`src/hw/rtl/ihdc_pkg.sv`:
```
// ----------------------------------------------------------------------------
// ihdc_pkg
// Shared types and constants for the IPv4 header check and dispatch core.
// ----------------------------------------------------------------------------
package ihdc_pkg;

   // Verdict codes, in the order the checks are applied after the good cases
   typedef enum logic [3:0] {
      VERDICT_ICMP      = 4'd0,
      VERDICT_TCP       = 4'd1,
      VERDICT_SEND      = 4'd2,
      VERDICT_RUNT      = 4'd3,
      VERDICT_VERSION   = 4'd4,
      VERDICT_HDRLEN    = 4'd5,
      VERDICT_CHECKSUM  = 4'd6,
      VERDICT_LENGTH    = 4'd7,
      VERDICT_PROTOCOL  = 4'd8,
      VERDICT_NOFORWARD = 4'd9,
      VERDICT_NOROUTE   = 4'd10
   } verdict_type;

   // CSR register indexes
   localparam logic [1:0] CSR_LOCAL_ADDRESS = 2'd0;
   localparam logic [1:0] CSR_ROUTE_KIND    = 2'd1;
   localparam logic [1:0] CSR_ROUTE_ID      = 2'd2;

   // Interface kinds
   localparam logic [1:0] KIND_UNSPEC = 2'd0;
   localparam logic [1:0] KIND_PPP    = 2'd1;

   // Header constants
   localparam logic [5:0]  MIN_HEADER       = 6'd20;
   localparam logic [3:0]  VERSION_IPV4     = 4'd4;
   localparam logic [31:0] LOOPBACK_ADDRESS = 32'h7F00_0001;
   localparam logic [7:0]  PROTO_ICMP       = 8'd1;
   localparam logic [7:0]  PROTO_TCP        = 8'd6;
   localparam logic [15:0] COUNT_MAX        = 16'hFFFF;
   localparam logic [15:0] CHECKSUM_GOOD    = 16'hFFFF;

   // Byte offsets of header fields
   localparam logic [15:0] POS_VIHL     = 16'd0;
   localparam logic [15:0] POS_LEN_HI   = 16'd2;
   localparam logic [15:0] POS_LEN_LO   = 16'd3;
   localparam logic [15:0] POS_PROTOCOL = 16'd9;
   localparam logic [15:0] POS_SRC      = 16'd12;
   localparam logic [15:0] POS_DST      = 16'd16;
   localparam logic [15:0] POS_HDR_END  = 16'd20;

   // Everything gathered for one datagram, handed from collector to judge
   typedef struct packed {
      logic [15:0] byte_count;
      logic [15:0] checksum;
      logic [7:0]  vihl;
      logic [15:0] length;
      logic [7:0]  protocol;
      logic [31:0] source;
      logic [31:0] destination;
      logic [1:0]  arrival_kind;
      logic [7:0]  arrival_id;
   } frame_type;

   // One result word
   typedef struct packed {
      logic [7:0]  out_interface_id;
      logic [31:0] destination_address;
      logic [31:0] source_address;
      logic [7:0]  protocol_number;
      logic [15:0] total_length;
      logic [5:0]  header_bytes;
      verdict_type verdict;
   } result_type;

endpackage

```
`src/hw/rtl/ihdc_collect.sv`:
```
// ----------------------------------------------------------------------------
// ihdc_collect
// Per-byte header capture and checksum accumulation; holds the finished
// datagram summary in a one-entry frame register.
// ----------------------------------------------------------------------------
module ihdc_collect import ihdc_pkg::*; (
   input  logic        clock,
   input  logic        reset,
   input  logic        byte_take,
   input  logic [7:0]  data_byte,
   input  logic        last_byte,
   input  logic [1:0]  arrival_kind,
   input  logic [7:0]  arrival_id,
   input  logic        frame_take,
   output logic        frame_valid_ff,
   output frame_type   frame_ff
);

   logic [15:0] count_ff, count_in;
   logic [15:0] csum_ff, csum_in;
   logic [7:0]  pend_ff, pend_in;
   logic [7:0]  vihl_ff, vihl_in;
   logic [15:0] len_ff, len_in;
   logic [7:0]  proto_ff, proto_in;
   logic [31:0] src_ff, src_in;
   logic [31:0] dst_ff, dst_in;
   logic        frame_valid_in;
   logic [5:0]  hlen;
   logic [16:0] sum;

   // Next datagram state from the current byte
   always_comb begin
      count_in = (count_ff != COUNT_MAX) ? count_ff + 16'd1 : count_ff;
      vihl_in  = (count_ff == POS_VIHL) ? data_byte : vihl_ff;
      len_in   = len_ff;
      proto_in = proto_ff;
      src_in   = src_ff;
      dst_in   = dst_ff;
      pend_in  = pend_ff;
      csum_in  = csum_ff;
      hlen     = {vihl_in[3:0], 2'b00};
      sum      = {1'b0, csum_ff} + {1'b0, pend_ff, data_byte};

      if (count_ff == POS_LEN_HI) len_in[15:8] = data_byte;
      if (count_ff == POS_LEN_LO) len_in[7:0]  = data_byte;
      if (count_ff == POS_PROTOCOL) proto_in = data_byte;
      if (count_ff >= POS_SRC && count_ff < POS_DST) src_in = {src_ff[23:0], data_byte};
      if (count_ff >= POS_DST && count_ff < POS_HDR_END) dst_in = {dst_ff[23:0], data_byte};

      // one's-complement sum over header words, end-around carry folded in
      if (count_ff < {10'd0, hlen}) begin
         if (!count_ff[0]) begin
            pend_in = data_byte;
         end else begin
            csum_in = sum[15:0] + {15'd0, sum[16]};
         end
      end
   end

   // Datagram state: cleared after the last byte
   always_ff @(posedge clock) begin
      if (reset || (byte_take && last_byte)) begin
         count_ff <= '0;
         csum_ff  <= '0;
         pend_ff  <= '0;
         vihl_ff  <= '0;
         len_ff   <= '0;
         proto_ff <= '0;
         src_ff   <= '0;
         dst_ff   <= '0;
      end else if (byte_take) begin
         count_ff <= count_in;
         csum_ff  <= csum_in;
         pend_ff  <= pend_in;
         vihl_ff  <= vihl_in;
         len_ff   <= len_in;
         proto_ff <= proto_in;
         src_ff   <= src_in;
         dst_ff   <= dst_in;
      end
   end

   // Frame register
   assign frame_valid_in = (byte_take && last_byte) ? 1'b1 :
                           frame_take ? 1'b0 : frame_valid_ff;

   always_ff @(posedge clock) begin
      if (reset) begin
         frame_valid_ff <= 1'b0;
      end else begin
         frame_valid_ff <= frame_valid_in;
      end
   end

   always_ff @(posedge clock) begin
      if (byte_take && last_byte) begin
         frame_ff.byte_count   <= count_in;
         frame_ff.checksum     <= csum_in;
         frame_ff.vihl         <= vihl_in;
         frame_ff.length       <= len_in;
         frame_ff.protocol     <= proto_in;
         frame_ff.source       <= src_in;
         frame_ff.destination  <= dst_in;
         frame_ff.arrival_kind <= arrival_kind;
         frame_ff.arrival_id   <= arrival_id;
      end
   end

endmodule

```
`src/hw/rtl/ihdc_judge.sv`:
```
// ----------------------------------------------------------------------------
// ihdc_judge
// CSR registers, route learning and the verdict decision for one datagram.
// ----------------------------------------------------------------------------
module ihdc_judge import ihdc_pkg::*; (
   input  logic        clock,
   input  logic        reset,
   input  logic        csr_write,
   input  logic [1:0]  csr_index,
   input  logic [31:0] csr_data,
   input  frame_type   frame,
   input  logic        frame_take,
   output result_type  result
);

   logic [31:0] local_addr_ff;
   logic [1:0]  route_kind_ff;
   logic [7:0]  route_id_ff;
   logic [1:0]  learned_kind_ff;
   logic [7:0]  learned_id_ff;
   logic        learn_now;
   logic [1:0]  kind;
   logic [7:0]  rid;
   logic [5:0]  hlen;
   logic        for_us;

   // CSR writes and route learning
   assign learn_now = (route_kind_ff == KIND_UNSPEC) && (learned_kind_ff == KIND_UNSPEC);

   always_ff @(posedge clock) begin
      if (reset) begin
         local_addr_ff   <= '0;
         route_kind_ff   <= KIND_UNSPEC;
         route_id_ff     <= '0;
         learned_kind_ff <= KIND_UNSPEC;
         learned_id_ff   <= '0;
      end else if (csr_write) begin
         unique case (csr_index)
            CSR_LOCAL_ADDRESS: local_addr_ff <= csr_data;
            CSR_ROUTE_KIND: begin
               route_kind_ff   <= csr_data[1:0];
               learned_kind_ff <= KIND_UNSPEC;
               learned_id_ff   <= '0;
            end
            CSR_ROUTE_ID: route_id_ff <= csr_data[7:0];
            default: ;
         endcase
      end else if (frame_take && learn_now) begin
         learned_kind_ff <= frame.arrival_kind;
         learned_id_ff   <= frame.arrival_id;
      end
   end

   // Effective route, including a pair learned from this very datagram
   always_comb begin
      if (route_kind_ff != KIND_UNSPEC) begin
         kind = route_kind_ff;
         rid  = route_id_ff;
      end else if (learn_now) begin
         kind = frame.arrival_kind;
         rid  = frame.arrival_id;
      end else begin
         kind = learned_kind_ff;
         rid  = learned_id_ff;
      end
   end

   // Checks in priority order
   assign hlen   = {frame.vihl[3:0], 2'b00};
   assign for_us = (frame.destination == local_addr_ff) ||
                   (frame.destination == LOOPBACK_ADDRESS);

   always_comb begin
      result.out_interface_id    = '0;
      result.destination_address = frame.destination;
      result.source_address      = frame.source;
      result.protocol_number     = frame.protocol;
      result.total_length        = frame.length;
      result.header_bytes        = hlen;
      if (frame.byte_count < {10'd0, MIN_HEADER}) begin
         result.verdict = VERDICT_RUNT;
      end else if (frame.vihl[7:4] != VERSION_IPV4) begin
         result.verdict = VERDICT_VERSION;
      end else if (hlen < MIN_HEADER || {10'd0, hlen} > frame.byte_count) begin
         result.verdict = VERDICT_HDRLEN;
      end else if (frame.checksum != CHECKSUM_GOOD) begin
         result.verdict = VERDICT_CHECKSUM;
      end else if (frame.length < {10'd0, hlen}) begin
         result.verdict = VERDICT_LENGTH;
      end else if (for_us) begin
         if (frame.protocol == PROTO_ICMP) begin
            result.verdict = VERDICT_ICMP;
         end else if (frame.protocol == PROTO_TCP) begin
            result.verdict = VERDICT_TCP;
         end else begin
            result.verdict = VERDICT_PROTOCOL;
         end
      end else if (frame.source != local_addr_ff) begin
         result.verdict = VERDICT_NOFORWARD;
      end else if (kind == KIND_PPP) begin
         result.verdict          = VERDICT_SEND;
         result.out_interface_id = rid;
      end else begin
         result.verdict = VERDICT_NOROUTE;
      end
   end

endmodule

```
`src/hw/rtl/ipv4_header_check_dispatch_core.sv`:
```
// ----------------------------------------------------------------------------
// ipv4_header_check_dispatch_core
// Streaming IPv4 receive header check with local/route dispatch verdict.
// ----------------------------------------------------------------------------
// Bytes of a datagram come in on req_, one per word, tlast on the final
// byte. Bytes are taken one per cycle while req_tready is high; the byte
// counter, field capture and the 16-bit one's-complement add are the only
// per-byte work. On the final byte the header summary moves to a frame
// register; when that frame is taken, its verdict is decided and loaded
// into the rsp_ register. A new datagram may start right after a last byte
// as long as the frame can move on. req_tready drops only while a frame
// and a result both wait on rsp_tready. CSR writes are taken every cycle.
module ipv4_header_check_dispatch_core import ihdc_pkg::*; (
   input  logic         clock,
   input  logic         reset,
   // request stream
   input  logic         req_tvalid,
   output logic         req_tready,
   input  logic [7:0]   req_tdata,   // [7:0] data_byte
   input  logic         req_tlast,   // last_byte
   input  logic [9:0]   req_tuser,   // [1:0] arrival_kind, [9:2] arrival_id
   // response stream
   output logic         rsp_tvalid,
   input  logic         rsp_tready,
   output logic [111:0] rsp_tdata,   // [3:0] verdict, [9:4] header_bytes,
                                     // [25:10] total_length,
                                     // [33:26] protocol_number,
                                     // [65:34] source_address,
                                     // [97:66] destination_address,
                                     // [105:98] out_interface_id, rest zero
   // CSR write channel
   input  logic         csr_valid,
   output logic         csr_ready,
   input  logic [1:0]   csr_index,
   input  logic [31:0]  csr_data
);

   logic       byte_take;
   logic       frame_valid;
   logic       frame_take;
   frame_type  frame;
   result_type result;
   logic       rsp_valid_ff, rsp_valid_in;
   result_type rsp_ff;

   // Handshake
   assign frame_take = frame_valid && (!rsp_valid_ff || rsp_tready);
   assign req_tready = !frame_valid || frame_take;
   assign byte_take  = req_tvalid && req_tready;
   assign csr_ready  = 1'b1;

   ihdc_collect u_collect (
      .clock          (clock),
      .reset          (reset),
      .byte_take      (byte_take),
      .data_byte      (req_tdata),
      .last_byte      (req_tlast),
      .arrival_kind   (req_tuser[1:0]),
      .arrival_id     (req_tuser[9:2]),
      .frame_take     (frame_take),
      .frame_valid_ff (frame_valid),
      .frame_ff       (frame)
   );

   ihdc_judge u_judge (
      .clock      (clock),
      .reset      (reset),
      .csr_write  (csr_valid && csr_ready),
      .csr_index  (csr_index),
      .csr_data   (csr_data),
      .frame      (frame),
      .frame_take (frame_take),
      .result     (result)
   );

   // Result register
   assign rsp_valid_in = frame_take ? 1'b1 : (rsp_tready ? 1'b0 : rsp_valid_ff);

   always_ff @(posedge clock) begin
      if (reset) begin
         rsp_valid_ff <= 1'b0;
      end else begin
         rsp_valid_ff <= rsp_valid_in;
      end
   end

   always_ff @(posedge clock) begin
      if (frame_take) begin
         rsp_ff <= result;
      end
   end

   assign rsp_tvalid = rsp_valid_ff;
   assign rsp_tdata  = {6'd0, rsp_ff};

endmodule

```
`config.mk`:
```
export PLATFORM = sky130hd
export DESIGN_NAME = ipv4_header_check_dispatch_core
export DESIGN_NICKNAME = d
export VERILOG_FILES = /design/src/hw/rtl/ihdc_pkg.sv /design/src/hw/rtl/ihdc_collect.sv /design/src/hw/rtl/ihdc_judge.sv /design/src/hw/rtl/ipv4_header_check_dispatch_core.sv
export SDC_FILE = /design/constraint.sdc
export NUM_CORES = 1
export LEC_CHECK = 0
export BUFFER_PORTS_ARGS = -buffer_cell sky130_fd_sc_hd__buf_2
export CAP_MARGIN = 10
export CORE_MARGIN = 2
export CORE_UTILIZATION = 37
export CTS_BUF_LIST = sky130_fd_sc_hd__clkbuf_4
export CTS_CLUSTER_DIAMETER = 40
export CTS_CLUSTER_SIZE = 24
export DETAILED_ROUTE_END_ITERATION = 10
export GPL_TIMING_DRIVEN = 0
export PLACE_DENSITY = 0.6
export SKIP_CTS_REPAIR_TIMING = 1
export SLEW_MARGIN = 0
export SYNTH_ARGS = -nofsm -noshare
export SYNTH_HDL_FRONTEND = slang
export SYNTH_SLANG_ARGS = --single-unit
```
`constraint.sdc`:
```
create_clock -name clock -period 7.03 [get_ports clock]
set_clock_uncertainty 0.15 [all_clocks]
set_input_delay 1.406 -clock clock [delete_from_list [all_inputs] [get_ports clock]]
set_output_delay 1.406 -clock clock [all_outputs]
set_load 0.1 [all_outputs]
```
==> flow_metrics.tcl <==
set metrics [dict create \
    antenna_found_initial 1 \
    hold_end "rsp_tdata[10]" \
    synth-main-ff-cell "edfxtp_1" \
    io_pins 173 \
    syn_area_um2 18500 \
    ff2ff_setup_slack_ns 2.43 \
    pre_cts_slack_ns 1.196 \
    synth-async-reset-ratio 0 \
    htreeDepth 2 \
    ys.warnings.count 0 \
    drtIter0Drc 917 \
    port-buffer-count 163 \
    layout-drive-gt1-share 0.2025 \
    fin_cells 2586 \
    setup.worst_path.end_class "flop" \
    drv_slew 0 \
    ys_seq_area_frac 0.5984 \
    dieArea_um2 51810 \
    rsz0062_at_grt "false" \
    synthDistinctLibCells 64 \
    drc 0 \
    ant_nets 0 \
    whs_path_depth 0 \
    worstSetupStartpointType "primary input" \
    vias 13180 \
    ir_drop_v 0.0001054 \
    outcome "completed" \
    overflow 0 \
    die-width_um 227.6 \
    fin_util 0.4294 \
    root_buffer "clkbuf_4" \
    cp.required_ns 7.44 \
    min_from "u_collect.frame_ff[82]" \
    maxCapViolations 0 \
    hold_ws_ns 0.2530 \
    clkSinkCount 432 \
    max_freq_mhz 196.5 \
    synth_edf_count 242 \
    total_power_w 0.004868 \
    dpl.hpwl_mm 36.00 \
    fillCellCount 4607 \
    multi_input_area_um2 6930 \
    die_height_um 227.6 \
    hold_violations 0 \
    rr_endpoint "u_collect.frame_ff[121]" \
    first_global_vias 12820 \
    num_rows 81 \
    hp-class "reg -> reg" \
    cts_tree "built" \
    crit_type "in -> reg" \
    setup_slack_ns 1.942 \
    clk_latency_ns 0.85 \
    period_share 0.7238 \
    reg2reg_depth 17 \
    gp_congestion 0.8851 \
    slew_headroom 0.3618 \
    grt_pass1_wl_mm 73.06 \
    ctsLongestPathBuffers 3 \
    wl_per_cell_um 18.76 \
    clk_pin_slew_ns 0.13 \
    grt_start_max_net_pins 91 \
    ys_seq_elements 432 \
    track_usage 0.1859 \
    critPathMaxFanout 5 \
    r2r-start "u_collect.csum_ff[0]" \
    regArea_um2 11070 \
    worst-slew-pin-transition_ns 0.9494 \
    post-route-min-period_ns 5.088 \
    setup_viol 0 \
    core_um2 49150 \
    vias_per_cell 5.097 \
    numCtsBuffers 50 \
    first_pass_iters 5 \
    nNetsFinal 1970 \
    place_inst 2491 \
    drt_wl_total_mm 48.51 \
    synthCells 1653 \
    worst_ep_arrival_time_ns 5.50 \
    avgSynthCellArea_um2 11.19 \
    syn2layout_area_growth_pct 14.07 \
    start_util 0.3764 \
    powerDensity_nw_per_um2 230.7 \
    p_leak_nw 7.596 \
]
[final cells by class]
type | count | area share
Sequential cell | 432 | 0.5246
Multi-Input combinational cell | 1101 | 0.3284
Timing Repair Buffer | 167 | 0.04281
Tap cell | 664 | 0.03937
Buffer | 104 | 0.02122
Clock inverter | 40 | 0.01998
Clock buffer | 54 | 0.01921
Inverter | 23 | 0.004328
Antenna cell | 1 | 0.0001186
[flip-flops by register name (all words and copies together) (netlist names), 16 cells and up]
name                   cells
u_collect.frame_ff       138
rsp_tdata                104
u_collect.dst_ff          32
u_collect.src_ff          32
u_judge.local_addr_ff     32
u_collect.count_ff        16
u_collect.csum_ff         16
u_collect.len_ff          16
[cells in the mapped netlist, types with 11 or more instances]
master | instances | area share
clkbuf_1 | 80 | 0.016
nor4_1 | 15 | 0.0051
a21o_1 | 13 | 0.0053
dfxtp_1 | 190 | 0.21
ha_1 | 32 | 0.022
mux2i_1 | 28 | 0.015
nor3_1 | 12 | 0.0032
o21ai_0 | 48 | 0.013
xnor2_1 | 92 | 0.044
a211oi_1 | 14 | 0.0057
edfxtp_1 | 242 | 0.39
a21oi_1 | 165 | 0.045
xor2_1 | 18 | 0.0085
nand2_1 | 285 | 0.058
nand3_1 | 22 | 0.0060
inv_1 | 23 | 0.0047
mux2_2 | 98 | 0.060
nor2_1 | 93 | 0.019
nand4_1 | 29 | 0.0098
and3_1 | 11 | 0.0037
buf_4 | 12 | 0.0049
[cell usage in the layout, fill, tap and decap left out, types with 6 or more instances in the layout]
cell | Yosys | routed
edfxtp_1 | 242 | 242
clkinv_2 | 0 | 6
nor3b_1 | 10 | 10
a211oi_1 | 14 | 14
a21o_1 | 13 | 13
a21oi_1 | 165 | 165
inv_1 | 23 | 22
o21ai_0 | 48 | 48
nor3_1 | 12 | 12
mux2_2 | 98 | 98
nor2b_1 | 10 | 9
buf_1 | 7 | 7
nor2_1 | 93 | 93
clkinvlp_4 | 0 | 7
nand2_1 | 285 | 285
mux2i_1 | 28 | 28
nor4_1 | 15 | 15
clkbuf_1 | 80 | 80
nand2b_1 | 9 | 9
ha_1 | 32 | 32
buf_4 | 12 | 12
a311oi_1 | 10 | 10
and2_1 | 6 | 6
inv_6 | 0 | 6
and3_1 | 11 | 11
nand3b_1 | 7 | 7
xnor2_1 | 92 | 92
nand4_1 | 29 | 29
xor2_1 | 18 | 18
nand3_1 | 22 | 22
buf_2 | 3 | 166
dfxtp_1 | 190 | 190
clkbuf_4 | 0 | 54
conb_1 | 2 | 9
[power breakdown]
group,switching [W],internal (W),leakage [nW],total (W)
Combinational,0.000364,0.000133,3.37,0.000497
Sequential,0.0000551,0.00274,3.79,0.00279
Clock,0.000987,0.000590,0.436,0.00158
[cell families after synthesis]
family	count (synthesis)	synth area share
buf+inv	127	0.02888
other cells	2	0.0004059
xor+xnor	110	0.05207
flops	432	0.5984
mux	127	0.07540
fa+ha+maj	33	0.02272
compound gates	283	0.08839
simple gates	539	0.1338
[worst max-delay path by stage]
stage	startpoint	to	slack (ns)	cells past startpoint
after floorplan	rsp_tready	u_collect.count_ff[0]	0.46	9
after global placement	rsp_tready	u_collect.csum_ff[6]	-1.02	10
after detailed placement	req_tdata[0]	u_collect.frame_ff[121]	1.20	18
after CTS	req_tdata[0]	u_collect.frame_ff[121]	2.07	18
after global routing	req_tdata[0]	u_collect.frame_ff[121]	1.90	18
final	req_tdata[0]	u_collect.frame_ff[121]	1.94	18
[through the flow]
| stage | cell area (µm²) | TNS, ns |
|---|---|---|
| 6_report | 21100 | 0 |
| 5_1_grt | 21100 | 0 |
| 4_1_cts | 21100 | 0 |
| 3_5_place_dp | 20270 | 0 |
| 3_3_place_gp | 20180 | -95.13 |
| 2_1_floorplan | 18530 | 0 |
[layer usage]
layer	up-vias	global-route usage	wire length (µm)
met1	6398	0.2462	21650
met2	364	0.3119	23230
met5	-	0	0
li1	6332	-	-
met3	87	0.02687	2321
met4	0	0.06409	1312
[worst max-delay path, cell delays in order]
cell and delay (ns):
buf_2 0.17, ha_1 0.24, fa_1 0.41, a21o_1 0.21, a311o_1 0.41, a21o_1 0.20, a31o_2 0.23, a21oi_1 0.26
o21bai_1 0.11, a21o_1 0.22, ha_1 0.22, and3_1 0.19, and3_1 0.20, nand4_1 0.27, nor3_1 0.08, and4b_1 0.25
xor2_1 0.16, mux2_2 0.26
(Power assumes the default switching activity.)
